<file path="src/hw/rtl/cmphd_pkg.sv">
package cmphd_pkg;

    // Angle accumulator width, Q9.7 degrees
    localparam int Z_W       = 16;
    // CORDIC datapath width: 33-bit product scaled by 2^16 plus growth headroom
    localparam int A_W       = 50;
    localparam int PROD_W    = 33;
    localparam int FRAC_SH   = 16;
    localparam int ATAN_LEN  = 24;
    localparam int ATAN_IW   = 5;
    localparam int QUEUE_DEPTH = 2;

    localparam logic signed [Z_W-1:0] QUARTER_Q7 = 16'sd11520;
    localparam logic signed [Z_W:0]   FULL_Q7    = 17'sd46080;
    localparam logic [8:0]            DEG_FULL   = 9'd360;
    localparam logic [8:0]            DEG_HALF   = 9'd180;

    localparam logic [2:0] REG_X_OFFSET = 3'd0;
    localparam logic [2:0] REG_X_SCALE  = 3'd1;
    localparam logic [2:0] REG_Y_OFFSET = 3'd2;
    localparam logic [2:0] REG_Y_SCALE  = 3'd3;
    localparam logic [2:0] REG_MIN_INT  = 3'd4;

    // What the back end does with a queued item
    localparam logic [1:0] KIND_HOLD   = 2'd0;
    localparam logic [1:0] KIND_FIXED  = 2'd1;
    localparam logic [1:0] KIND_CORDIC = 2'd2;

    typedef struct packed {
        logic signed [15:0] x_offset;
        logic        [14:0] x_scale;
        logic signed [15:0] y_offset;
        logic        [14:0] y_scale;
        logic        [7:0]  min_interval_ms;
    } t_cfg;

    typedef struct packed {
        logic        [1:0]  kind;
        logic        [8:0]  fixed_heading;
        logic               fixed_no_heading;
        logic signed [16:0] xc;
        logic signed [16:0] yc;
    } t_job;

    // atan(2^-i) in Q9.7 degrees, rounded
    function automatic logic signed [Z_W-1:0] atan_q7(input logic [ATAN_IW-1:0] idx);
        logic signed [Z_W-1:0] v;
        case (idx)
            5'd0:    v = 16'sd5760;
            5'd1:    v = 16'sd3400;
            5'd2:    v = 16'sd1797;
            5'd3:    v = 16'sd912;
            5'd4:    v = 16'sd458;
            5'd5:    v = 16'sd229;
            5'd6:    v = 16'sd115;
            5'd7:    v = 16'sd57;
            5'd8:    v = 16'sd29;
            5'd9:    v = 16'sd14;
            5'd10:   v = 16'sd7;
            5'd11:   v = 16'sd4;
            5'd12:   v = 16'sd2;
            5'd13:   v = 16'sd1;
            default: v = 16'sd0;
        endcase
        return v;
    endfunction

endpackage

</file>
<file path="src/hw/rtl/cmphd_front.sv">
module cmphd_front (
    input  logic               i_clk,
    input  logic               i_rst_n,
    input  cmphd_pkg::t_cfg    i_cfg,
    input  logic               i_valid,
    output logic               o_ready,
    input  logic [31:0]        i_now_ms,
    input  logic signed [15:0] i_x_raw,
    input  logic signed [15:0] i_y_raw,
    input  logic               i_q_full,
    output logic               o_push,
    output cmphd_pkg::t_job    o_job
);

    logic [31:0]        r_last_ms;
    logic [31:0]        elapsed;
    logic               fresh;
    logic signed [16:0] xc;
    logic signed [16:0] yc;
    logic               x_pos;

    assign o_ready = !i_q_full;
    assign o_push  = i_valid && !i_q_full;

    assign elapsed = i_now_ms - r_last_ms;
    assign fresh   = elapsed > {24'd0, i_cfg.min_interval_ms};
    assign xc      = {i_x_raw[15], i_x_raw} + {i_cfg.x_offset[15], i_cfg.x_offset};
    assign yc      = {i_y_raw[15], i_y_raw} + {i_cfg.y_offset[15], i_cfg.y_offset};
    assign x_pos   = !xc[16] && (xc != 17'sd0);

    always_comb begin
        o_job.xc               = xc;
        o_job.yc               = yc;
        o_job.fixed_heading    = 9'd0;
        o_job.fixed_no_heading = 1'b0;
        if (!fresh) begin
            o_job.kind = cmphd_pkg::KIND_HOLD;
        end else if (yc == 17'sd0) begin
            // no y component: due north when x points forward, else no heading
            o_job.kind             = cmphd_pkg::KIND_FIXED;
            o_job.fixed_heading    = x_pos ? cmphd_pkg::DEG_FULL : 9'd0;
            o_job.fixed_no_heading = !x_pos;
        end else if (xc == 17'sd0) begin
            o_job.kind          = cmphd_pkg::KIND_FIXED;
            o_job.fixed_heading = yc[16] ? cmphd_pkg::DEG_HALF : cmphd_pkg::DEG_FULL;
        end else begin
            o_job.kind = cmphd_pkg::KIND_CORDIC;
        end
    end

    always_ff @(posedge i_clk) begin
        if (!i_rst_n) begin
            r_last_ms <= 32'd0;
        end else if (o_push && fresh) begin
            r_last_ms <= i_now_ms;
        end
    end

endmodule

</file>
<file path="src/hw/rtl/cmphd_queue.sv">
module cmphd_queue (
    input  logic            i_clk,
    input  logic            i_rst_n,
    input  logic            i_push,
    input  cmphd_pkg::t_job i_job,
    output logic            o_full,
    input  logic            i_pop,
    output logic            o_valid,
    output cmphd_pkg::t_job o_job
);

    localparam int PTR_W = $clog2(cmphd_pkg::QUEUE_DEPTH);
    localparam int CNT_W = $clog2(cmphd_pkg::QUEUE_DEPTH + 1);

    cmphd_pkg::t_job r_mem [cmphd_pkg::QUEUE_DEPTH];
    logic [PTR_W-1:0] r_wr_ptr;
    logic [PTR_W-1:0] r_rd_ptr;
    logic [CNT_W-1:0] r_count;
    logic             do_push;
    logic             do_pop;

    assign o_full  = r_count == CNT_W'(cmphd_pkg::QUEUE_DEPTH);
    assign o_valid = r_count != '0;
    assign o_job   = r_mem[r_rd_ptr];
    assign do_push = i_push && !o_full;
    assign do_pop  = i_pop && o_valid;

    always_ff @(posedge i_clk) begin
        if (do_push) begin
            r_mem[r_wr_ptr] <= i_job;
        end
    end

    always_ff @(posedge i_clk) begin
        if (!i_rst_n) begin
            r_wr_ptr <= '0;
            r_rd_ptr <= '0;
            r_count  <= '0;
        end else begin
            if (do_push) begin
                r_wr_ptr <= (r_wr_ptr == PTR_W'(cmphd_pkg::QUEUE_DEPTH - 1)) ? '0 :
                            r_wr_ptr + 1'b1;
            end
            if (do_pop) begin
                r_rd_ptr <= (r_rd_ptr == PTR_W'(cmphd_pkg::QUEUE_DEPTH - 1)) ? '0 :
                            r_rd_ptr + 1'b1;
            end
            if (do_push && !do_pop) begin
                r_count <= r_count + 1'b1;
            end else if (do_pop && !do_push) begin
                r_count <= r_count - 1'b1;
            end
        end
    end

endmodule

</file>
<file path="src/hw/rtl/cmphd_back.sv">
module cmphd_back #(
    parameter int CORDIC_STEPS = 16
) (
    input  logic            i_clk,
    input  logic            i_rst_n,
    input  cmphd_pkg::t_cfg i_cfg,
    input  logic            i_q_valid,
    input  cmphd_pkg::t_job i_q_job,
    output logic            o_q_pop,
    output logic            o_valid,
    input  logic            i_ready,
    output logic [8:0]      o_heading_deg,
    output logic            o_no_heading,
    output logic            o_fresh
);

    localparam int A_W    = cmphd_pkg::A_W;
    localparam int Z_W    = cmphd_pkg::Z_W;
    localparam int ITER_W = (CORDIC_STEPS > 1) ? $clog2(CORDIC_STEPS) : 1;

    localparam logic [2:0] ST_IDLE = 3'd0;
    localparam logic [2:0] ST_MUL  = 3'd1;
    localparam logic [2:0] ST_PRE  = 3'd2;
    localparam logic [2:0] ST_ITER = 3'd3;
    localparam logic [2:0] ST_DONE = 3'd4;

    logic [2:0]             r_state;
    cmphd_pkg::t_job        r_job;
    logic signed [A_W-1:0]  r_a;
    logic signed [A_W-1:0]  r_b;
    logic signed [Z_W-1:0]  r_z;
    logic [ITER_W-1:0]      r_iter;
    logic [8:0]             r_held_heading;
    logic                   r_held_no_heading;
    logic                   r_out_valid;
    logic [8:0]             r_out_heading;
    logic                   r_out_no_heading;
    logic                   r_out_fresh;

    logic [14:0]                       sx;
    logic [14:0]                       sy;
    logic signed [cmphd_pkg::PROD_W-1:0] prod_a;
    logic signed [cmphd_pkg::PROD_W-1:0] prod_b;
    logic signed [A_W-1:0]             da;
    logic signed [A_W-1:0]             db;
    logic signed [Z_W-1:0]             atan_v;
    logic signed [Z_W:0]               z_wrap;
    logic signed [Z_W:0]               rem;
    logic [8:0]                        cordic_deg;
    logic                              out_free;
    logic                              load_out;
    logic [8:0]                        res_heading;
    logic                              res_no_heading;

    // zero scale acts as one
    assign sx = (i_cfg.x_scale == 15'd0) ? 15'd1 : i_cfg.x_scale;
    assign sy = (i_cfg.y_scale == 15'd0) ? 15'd1 : i_cfg.y_scale;
    assign prod_a = r_job.yc * $signed({1'b0, sx});
    assign prod_b = r_job.xc * $signed({1'b0, sy});

    assign da     = r_b >>> r_iter;
    assign db     = r_a >>> r_iter;
    assign atan_v = cmphd_pkg::atan_q7(cmphd_pkg::ATAN_IW'(r_iter));

    // wrap to [0,360) then take 360 minus angle, whole degrees
    assign z_wrap = r_z[Z_W-1] ? ({r_z[Z_W-1], r_z} + cmphd_pkg::FULL_Q7) : {1'b0, r_z};
    assign rem    = cmphd_pkg::FULL_Q7 - z_wrap;
    always_comb begin
        if (rem[Z_W]) begin
            cordic_deg = 9'd0;
        end else if (rem[Z_W-1:7] > 9'(cmphd_pkg::DEG_FULL)) begin
            cordic_deg = cmphd_pkg::DEG_FULL;
        end else begin
            cordic_deg = rem[15:7];
        end
    end

    always_comb begin
        case (r_job.kind)
            cmphd_pkg::KIND_FIXED: begin
                res_heading    = r_job.fixed_heading;
                res_no_heading = r_job.fixed_no_heading;
            end
            cmphd_pkg::KIND_CORDIC: begin
                res_heading    = cordic_deg;
                res_no_heading = 1'b0;
            end
            default: begin
                res_heading    = r_held_heading;
                res_no_heading = r_held_no_heading;
            end
        endcase
    end

    assign out_free      = !r_out_valid || i_ready;
    assign load_out      = (r_state == ST_DONE) && out_free;
    assign o_q_pop       = (r_state == ST_IDLE) && i_q_valid;
    assign o_valid       = r_out_valid;
    assign o_heading_deg = r_out_heading;
    assign o_no_heading  = r_out_no_heading;
    assign o_fresh       = r_out_fresh;

    always_ff @(posedge i_clk) begin
        if (!i_rst_n) begin
            r_state           <= ST_IDLE;
            r_held_heading    <= 9'd0;
            r_held_no_heading <= 1'b0;
            r_out_valid       <= 1'b0;
        end else begin
            case (r_state)
                ST_IDLE: begin
                    if (i_q_valid) begin
                        r_state <= (i_q_job.kind == cmphd_pkg::KIND_CORDIC) ? ST_MUL : ST_DONE;
                    end
                end
                ST_MUL:  r_state <= ST_PRE;
                ST_PRE:  r_state <= ST_ITER;
                ST_ITER: begin
                    if (r_iter == ITER_W'(CORDIC_STEPS - 1)) begin
                        r_state <= ST_DONE;
                    end
                end
                ST_DONE: begin
                    if (out_free) begin
                        r_state <= ST_IDLE;
                    end
                end
                default: r_state <= ST_IDLE;
            endcase
            if (load_out) begin
                r_out_valid <= 1'b1;
                if (r_job.kind != cmphd_pkg::KIND_HOLD) begin
                    r_held_heading    <= res_heading;
                    r_held_no_heading <= res_no_heading;
                end
            end else if (i_ready) begin
                r_out_valid <= 1'b0;
            end
        end
    end

    always_ff @(posedge i_clk) begin
        if (o_q_pop) begin
            r_job <= i_q_job;
        end
        if (load_out) begin
            r_out_heading    <= res_heading;
            r_out_no_heading <= res_no_heading;
            r_out_fresh      <= r_job.kind != cmphd_pkg::KIND_HOLD;
        end
        case (r_state)
            ST_MUL: begin
                r_a <= {{(A_W - cmphd_pkg::PROD_W - cmphd_pkg::FRAC_SH){prod_a[cmphd_pkg::PROD_W-1]}},
                        prod_a, {cmphd_pkg::FRAC_SH{1'b0}}};
                r_b <= {{(A_W - cmphd_pkg::PROD_W - cmphd_pkg::FRAC_SH){prod_b[cmphd_pkg::PROD_W-1]}},
                        prod_b, {cmphd_pkg::FRAC_SH{1'b0}}};
                r_z    <= '0;
                r_iter <= '0;
            end
            ST_PRE: begin
                // bring the vector into the right half-plane
                if (r_a[A_W-1]) begin
                    if (!r_b[A_W-1]) begin
                        r_a <= r_b;
                        r_b <= -r_a;
                        r_z <= cmphd_pkg::QUARTER_Q7;
                    end else begin
                        r_a <= -r_b;
                        r_b <= r_a;
                        r_z <= -cmphd_pkg::QUARTER_Q7;
                    end
                end
            end
            ST_ITER: begin
                if (!r_b[A_W-1]) begin
                    r_a <= r_a + da;
                    r_b <= r_b - db;
                    r_z <= r_z + atan_v;
                end else begin
                    r_a <= r_a - da;
                    r_b <= r_b + db;
                    r_z <= r_z - atan_v;
                end
                r_iter <= r_iter + 1'b1;
            end
            default: begin
            end
        endcase
    end

endmodule

</file>
<file path="src/hw/rtl/compass_heading_from_magnetometer.sv">
// Channel   Dir  Handshake                      Payload
// s_axis    in   s_axis_tvalid / s_axis_tready  tdata: now_ms, x_raw, y_raw
// m_axis    out  m_axis_tvalid / m_axis_tready  tdata: heading_deg; tuser: no_heading, fresh
// i_cfg_*   in   i_cfg_we, no wait              i_cfg_addr selects register, i_cfg_wdata
//
// The back end takes an item that is recomputed through the CORDIC loop
// through states MUL, PRE, ITER and DONE, and a held or special-case item
// from IDLE to DONE; the single shared CORDIC unit pops a new item only in IDLE.
// A two-entry queue sits between classification and the CORDIC loop, and the
// result register lets the next item proceed while a result waits.
// Reset is synchronous; it clears the queue, state and held heading.
module compass_heading_from_magnetometer #(
    parameter int CORDIC_STEPS = 16
) (
    input  logic        i_clk,
    input  logic        i_rst_n,
    input  logic        i_cfg_we,
    input  logic [2:0]  i_cfg_addr,
    input  logic [15:0] i_cfg_wdata,
    input  logic        s_axis_tvalid,
    output logic        s_axis_tready,
    input  logic [63:0] s_axis_tdata,   // [31:0] now_ms, [47:32] x_raw, [63:48] y_raw
    output logic        m_axis_tvalid,
    input  logic        m_axis_tready,
    output logic [15:0] m_axis_tdata,   // [8:0] heading_deg, [15:9] zero
    output logic [1:0]  m_axis_tuser    // [0] no_heading, [1] fresh
);

    cmphd_pkg::t_cfg r_cfg;
    cmphd_pkg::t_job front_job;
    cmphd_pkg::t_job q_job;
    logic            q_full;
    logic            q_push;
    logic            q_pop;
    logic            q_valid;
    logic [8:0]      heading_deg;
    logic            no_heading;
    logic            fresh;

    always_ff @(posedge i_clk) begin
        if (!i_rst_n) begin
            r_cfg.x_offset        <= 16'sd0;
            r_cfg.x_scale         <= 15'd1;
            r_cfg.y_offset        <= 16'sd0;
            r_cfg.y_scale         <= 15'd1;
            r_cfg.min_interval_ms <= 8'd15;
        end else if (i_cfg_we) begin
            case (i_cfg_addr)
                cmphd_pkg::REG_X_OFFSET: r_cfg.x_offset        <= i_cfg_wdata;
                cmphd_pkg::REG_X_SCALE:  r_cfg.x_scale         <= i_cfg_wdata[14:0];
                cmphd_pkg::REG_Y_OFFSET: r_cfg.y_offset        <= i_cfg_wdata;
                cmphd_pkg::REG_Y_SCALE:  r_cfg.y_scale         <= i_cfg_wdata[14:0];
                cmphd_pkg::REG_MIN_INT:  r_cfg.min_interval_ms <= i_cfg_wdata[7:0];
                default: begin
                end
            endcase
        end
    end

    cmphd_front u_front (
        .i_clk    (i_clk),
        .i_rst_n  (i_rst_n),
        .i_cfg    (r_cfg),
        .i_valid  (s_axis_tvalid),
        .o_ready  (s_axis_tready),
        .i_now_ms (s_axis_tdata[31:0]),
        .i_x_raw  (s_axis_tdata[47:32]),
        .i_y_raw  (s_axis_tdata[63:48]),
        .i_q_full (q_full),
        .o_push   (q_push),
        .o_job    (front_job)
    );

    cmphd_queue u_queue (
        .i_clk   (i_clk),
        .i_rst_n (i_rst_n),
        .i_push  (q_push),
        .i_job   (front_job),
        .o_full  (q_full),
        .i_pop   (q_pop),
        .o_valid (q_valid),
        .o_job   (q_job)
    );

    cmphd_back #(
        .CORDIC_STEPS (CORDIC_STEPS)
    ) u_back (
        .i_clk         (i_clk),
        .i_rst_n       (i_rst_n),
        .i_cfg         (r_cfg),
        .i_q_valid     (q_valid),
        .i_q_job       (q_job),
        .o_q_pop       (q_pop),
        .o_valid       (m_axis_tvalid),
        .i_ready       (m_axis_tready),
        .o_heading_deg (heading_deg),
        .o_no_heading  (no_heading),
        .o_fresh       (fresh)
    );

    assign m_axis_tdata = {7'd0, heading_deg};
    assign m_axis_tuser = {fresh, no_heading};

endmodule

</file>
<file path="config.mk">
export PLATFORM = sky130hd
export DESIGN_NAME = compass_heading_from_magnetometer
export DESIGN_NICKNAME = d
export VERILOG_FILES = /design/src/hw/rtl/cmphd_pkg.sv /design/src/hw/rtl/cmphd_front.sv /design/src/hw/rtl/cmphd_queue.sv /design/src/hw/rtl/cmphd_back.sv /design/src/hw/rtl/compass_heading_from_magnetometer.sv
export SDC_FILE = /design/constraint.sdc
export NUM_CORES = 2
export LEC_CHECK = 0
export BUFFER_PORTS_ARGS = -buffer_cell sky130_fd_sc_hd__buf_2
export CAP_MARGIN = 20
export CORE_ASPECT_RATIO = 1.1
export CORE_MARGIN = 4
export CORE_UTILIZATION = 30
export CTS_CLUSTER_SIZE = 8
export DETAILED_ROUTE_END_ITERATION = 6
export PLACE_DENSITY_LB_ADDON = 0.15
export SLEW_MARGIN = 15
export SYNTH_ARGS = -nofsm -noshare
export SYNTH_HDL_FRONTEND = slang
export SYNTH_SLANG_ARGS = --single-unit
</file>
<file path="constraint.sdc">
create_clock -name i_clk -period 8.8 [get_ports i_clk]
set_input_delay 0.44 -clock i_clk [delete_from_list [all_inputs] [get_ports i_clk]]
set_output_delay 0.44 -clock i_clk [all_outputs]
set_load 0.02 [all_outputs]
</file>
==> results.sh <==
export IMPL_outcome="completed"
export IMPL_fp_dieH_um=459
export IMPL_finalNetCount=7105
export IMPL_crit_fanout=19
export IMPL_reg2reg_depth=22
export IMPL_rr_startpoint="r_cfg[9]$_SDFFE_PN0P_"
export IMPL_cp_endpoint="u_back.r_b[45]$_DFFE_PP_"
export IMPL_async_reset_ff_frac=0
export IMPL_cap_violations=0
export IMPL_antenna_left=0
export IMPL_ctsLongestPathBuffers=3
export IMPL_grt_pass1_vias=46397
export IMPL_path_cells="nand2_1, fa_1, fa_1, inv_1, fa_1, fa_1, fa_1, inv_1, fa_1, inv_1, ha_1, a21o_1, a21o_1, a21oi_1, o21ai_0, a2111oi_0, o31ai_1, a21o_1, a21o_1, a31o_2, a221oi_1, o21ai_0"
export IMPL_rsz0062_at_grt="false"
export IMPL_slew_headroom=0.209
export IMPL_io_buffers=100
export IMPL_grt_usage=0.188
export IMPL_synth_edff_count=251
export IMPL_ys_flop_type="edfxtp_1"
export IMPL_clkTransAtPathRegs_ps=50
export IMPL_io_pins=108
export IMPL_synth_mux_area_frac=0.0940
export IMPL_end_kind="flop"
export IMPL_yosys_area_share_simple=0.161
export IMPL_dieArea_um2=192000
export IMPL_cts_made_buffers=58
export IMPL_finalWorstSetupSlack_ps=1260
export IMPL_avgSynthCellArea_um2=8.94
export IMPL_antenna_found_initial=14
export IMPL_routedWlPerCell_um=21.3
export IMPL_yosysSeqAreaShare=0.184
export IMPL_worstMarginPinSlew_ps=1160
export IMPL_finalSetupViolations=0
export IMPL_synth_xor_area_frac=0.0623
export IMPL_numClockSinks=385
export IMPL_rows=165
export IMPL_worstPathRequired_ps=9170
export IMPL_root_buffer="clkbuf_16"
export IMPL_first_iter_violations=2875
export IMPL_die_x_um=418
export IMPL_crit_start="r_cfg[9]$_SDFFE_PN0P_"
export IMPL_htreeDepth=2
export IMPL_synth_lib_cells_used_distinct=100
export IMPL_start_util=0.302
export IMPL_post_cts_setup_buffers=0
export IMPL_hold_path_class="input port to flop"
export IMPL_grt_pass1_wl_um=284000
export IMPL_crit_slowest_cell="dfxtp_1"
export IMPL_hold_viol=0
export IMPL_vias=44719
export IMPL_drc_errors=0
export IMPL_syn_area_um2=55500
export IMPL_wl_um=183000
export IMPL_busiest_layer="met2"
export IMPL_syn2layout_area_growth_pct=8.51
export IMPL_firstDrtPassIters=6
export IMPL_yosys_area_share_adder=0.272
export IMPL_grtUsageMet3=0.0208
export IMPL_grt_overflow=0
export IMPL_finalPower_mw=24.1
export IMPL_synthCells=6212
export IMPL_grtUsageMet1=0.248
export IMPL_layout_common_cells="inv_1 (729), nand2_1 (722), fa_1 (524), ha_1 (370), and2_1 (338)"
export IMPL_irDropWorstVdd_mv=0.206
export IMPL_synth_compound_area_share=0.149
export IMPL_drive_above_1_share=0.0807
export IMPL_multi_input_area_um2=41000
export IMPL_grt_max_degree=87
export IMPL_setup_tns_ps=0
export IMPL_clk_latency_ps=700
export IMPL_r2r_slack_ps=1260
export IMPL_worstSetupStartpointType="flop"
export IMPL_post_dp_hpwl_um=141000
export IMPL_finalCritPeriodShare=0.857
export IMPL_maxSlewViolCount=0
export IMPL_critPathMostFrequentCell="fa_1"
export IMPL_cp_arrival_ps=7910
export IMPL_seq_area_um2=10200
export IMPL_slowest_delay_ps=830
export IMPL_synth_top_family_by_area="adder cells"
export IMPL_p_leak_nw=25.8
export IMPL_vias_per_cell=5.20
export IMPL_final_common_cell="inv_1"
export IMPL_cts_tree="done"
export IMPL_place_gp_congestion=0.904
export IMPL_max_freq_ghz=0.133
export IMPL_ys_warn_count=0
export IMPL_num_fill_cells=19100
export IMPL_criticalPathCategory="flop to flop"
export IMPL_p_per_area_nw_per_um2=400
export IMPL_coreArea_um2=184000
export IMPL_min_period_ps=7540
export IMPL_pre_cts_slack_ps=1260
export IMPL_post_dp_cell_area_um2=58200
export IMPL_met2_usage=0.326
export IMPL_reg2reg_to="u_back.r_b[45]$_DFFE_PP_"
export IMPL_ys_ff_latch=385
export IMPL_fin_area_um2=60300
export IMPL_fin_skew_ps=68.4
==> per-layer routing <==
| metal | share of wire | up-vias |
|---|---|---|
| met5 | 0.00011 | - |
| met3 | 0.040 | 283 |
| met4 | 0.032 | 4 |
| met1 | 0.45 | 22239 |
| met2 | 0.48 | 1071 |
| li1 | - | 21122 |
==> area by class of cell <==
type	count	area share
flip-flops and latches	385	0.170
multi-input cells	4741	0.681
clock buffers	97	0.0280
repair buffers	204	0.0231
well taps	2421	0.0503
inverters	733	0.0457
clock inverters	9	0.00179
diodes	6	0.000249
==> logic make-up (layout without fill, tap and decap cells) <==
group                      count (synthesis)  in the layout
buffers and inverters                   1092           1043
DFF                                      385            385
and+or+nand+nor                         1840           1840
xor gates and xnor gates                 393            393
adders and majority gates                894            894
muxes                                    340            340
AOI/OAI and AO/OA                       1267           1267
other                                      1             13
==> worst min path at each step <==
stage	start	to	cells past startpoint
6_report	s_axis_tdata[27]	u_front.r_last_ms[27]$_SDFFE_PN0P_	3
5_1_grt	s_axis_tdata[19]	u_front.r_last_ms[19]$_SDFFE_PN0P_	3
4_1_cts	s_axis_tdata[28]	u_front.r_last_ms[28]$_SDFFE_PN0P_	3
3_5_place_dp	u_front.r_last_ms[12]$_SDFFE_PN0P_	u_front.r_last_ms[12]$_SDFFE_PN0P_	2
3_3_place_gp	u_front.r_last_ms[9]$_SDFFE_PN0P_	u_front.r_last_ms[9]$_SDFFE_PN0P_	2
2_1_floorplan	u_front.r_last_ms[10]$_SDFFE_PN0P_	u_front.r_last_ms[10]$_SDFFE_PN0P_	2
==> stage by stage <==
stage               utilization  instances  hold slack (ps)
floorplan                     -       6218              435
global placement          0.316       8457              442
detailed placement        0.316       8457              447
CTS                       0.327       8590             1.97
global route              0.328       8593             31.3
finish                    0.328       8596             45.9
==> flip-flops by register name, indices dropped and copies added (netlist names), 3 cells and up, named ones only <==
name,flops
r_cfg,70
u_back.atan_v,13
u_back.o_heading_deg,9
u_back.r_a,50
u_back.r_b,50
u_back.r_held_heading,9
u_back.r_iter,4
u_back.r_job,40
u_back.r_state,3
u_back.r_z,16
u_front.r_last_ms,32
u_queue.r_mem,80
==> worst max-delay path, delay by kind of cell, from the launching register on <==
kind / cells / cell delay (ps)
adder cells (fa/ha/maj): 7 / 3510
buffers and inverters: 3 / 180
AO/OA/AOI/OAI: 11 / 2400
AND/OR/NAND/NOR: 1 / 280
flip-flops: 1 / 830
==> timing repair <==
item                                   in CTS  in global routing
endpoints found under the hold margin      27                  0
setup endpoints to repair                   0                  0
hold buffers                               27                  0
resized for setup                           0                  0
==> synth_stat cells, types with 28 or more instances <==
library cell | number | area [um^2]
mux4_2 | 96 | 2160
nor3_1 | 91 | 455
fa_1 | 524 | 10500
nand4_1 | 33 | 206
o21ai_0 | 254 | 1270
a22oi_1 | 41 | 308
a211oi_1 | 46 | 345
buf_1 | 36 | 135
nor2_1 | 299 | 1120
nand3_1 | 65 | 325
a21oi_1 | 335 | 1680
nor2b_1 | 50 | 313
and3_1 | 38 | 238
dfxtp_1 | 134 | 2680
mux2i_1 | 124 | 1240
a21o_1 | 105 | 788
buf_2 | 41 | 205
nand2b_1 | 45 | 282
nor4_1 | 31 | 194
edfxtp_1 | 251 | 7540
a21boi_0 | 75 | 563
o21a_1 | 41 | 308
clkbuf_1 | 255 | 957
a31oi_1 | 53 | 332
and2_1 | 338 | 2110
mux4_1 | 31 | 815
or3_1 | 28 | 175
nand2_1 | 723 | 2710
o22ai_1 | 45 | 282
xor2_1 | 165 | 1450
mux2_2 | 89 | 1000
xnor2_1 | 227 | 1990
ha_1 | 370 | 4630
inv_1 | 730 | 2740
==> power by group <==
group	internal [mW]	leakage, nW	switching (mW)	total (mW)
combinational	7.22	21.5	10.3	17.5
clock	1.30	0.864	0.934	2.24
sequential	2.77	3.46	1.55	4.32
(Power assumes the default switching activity.)
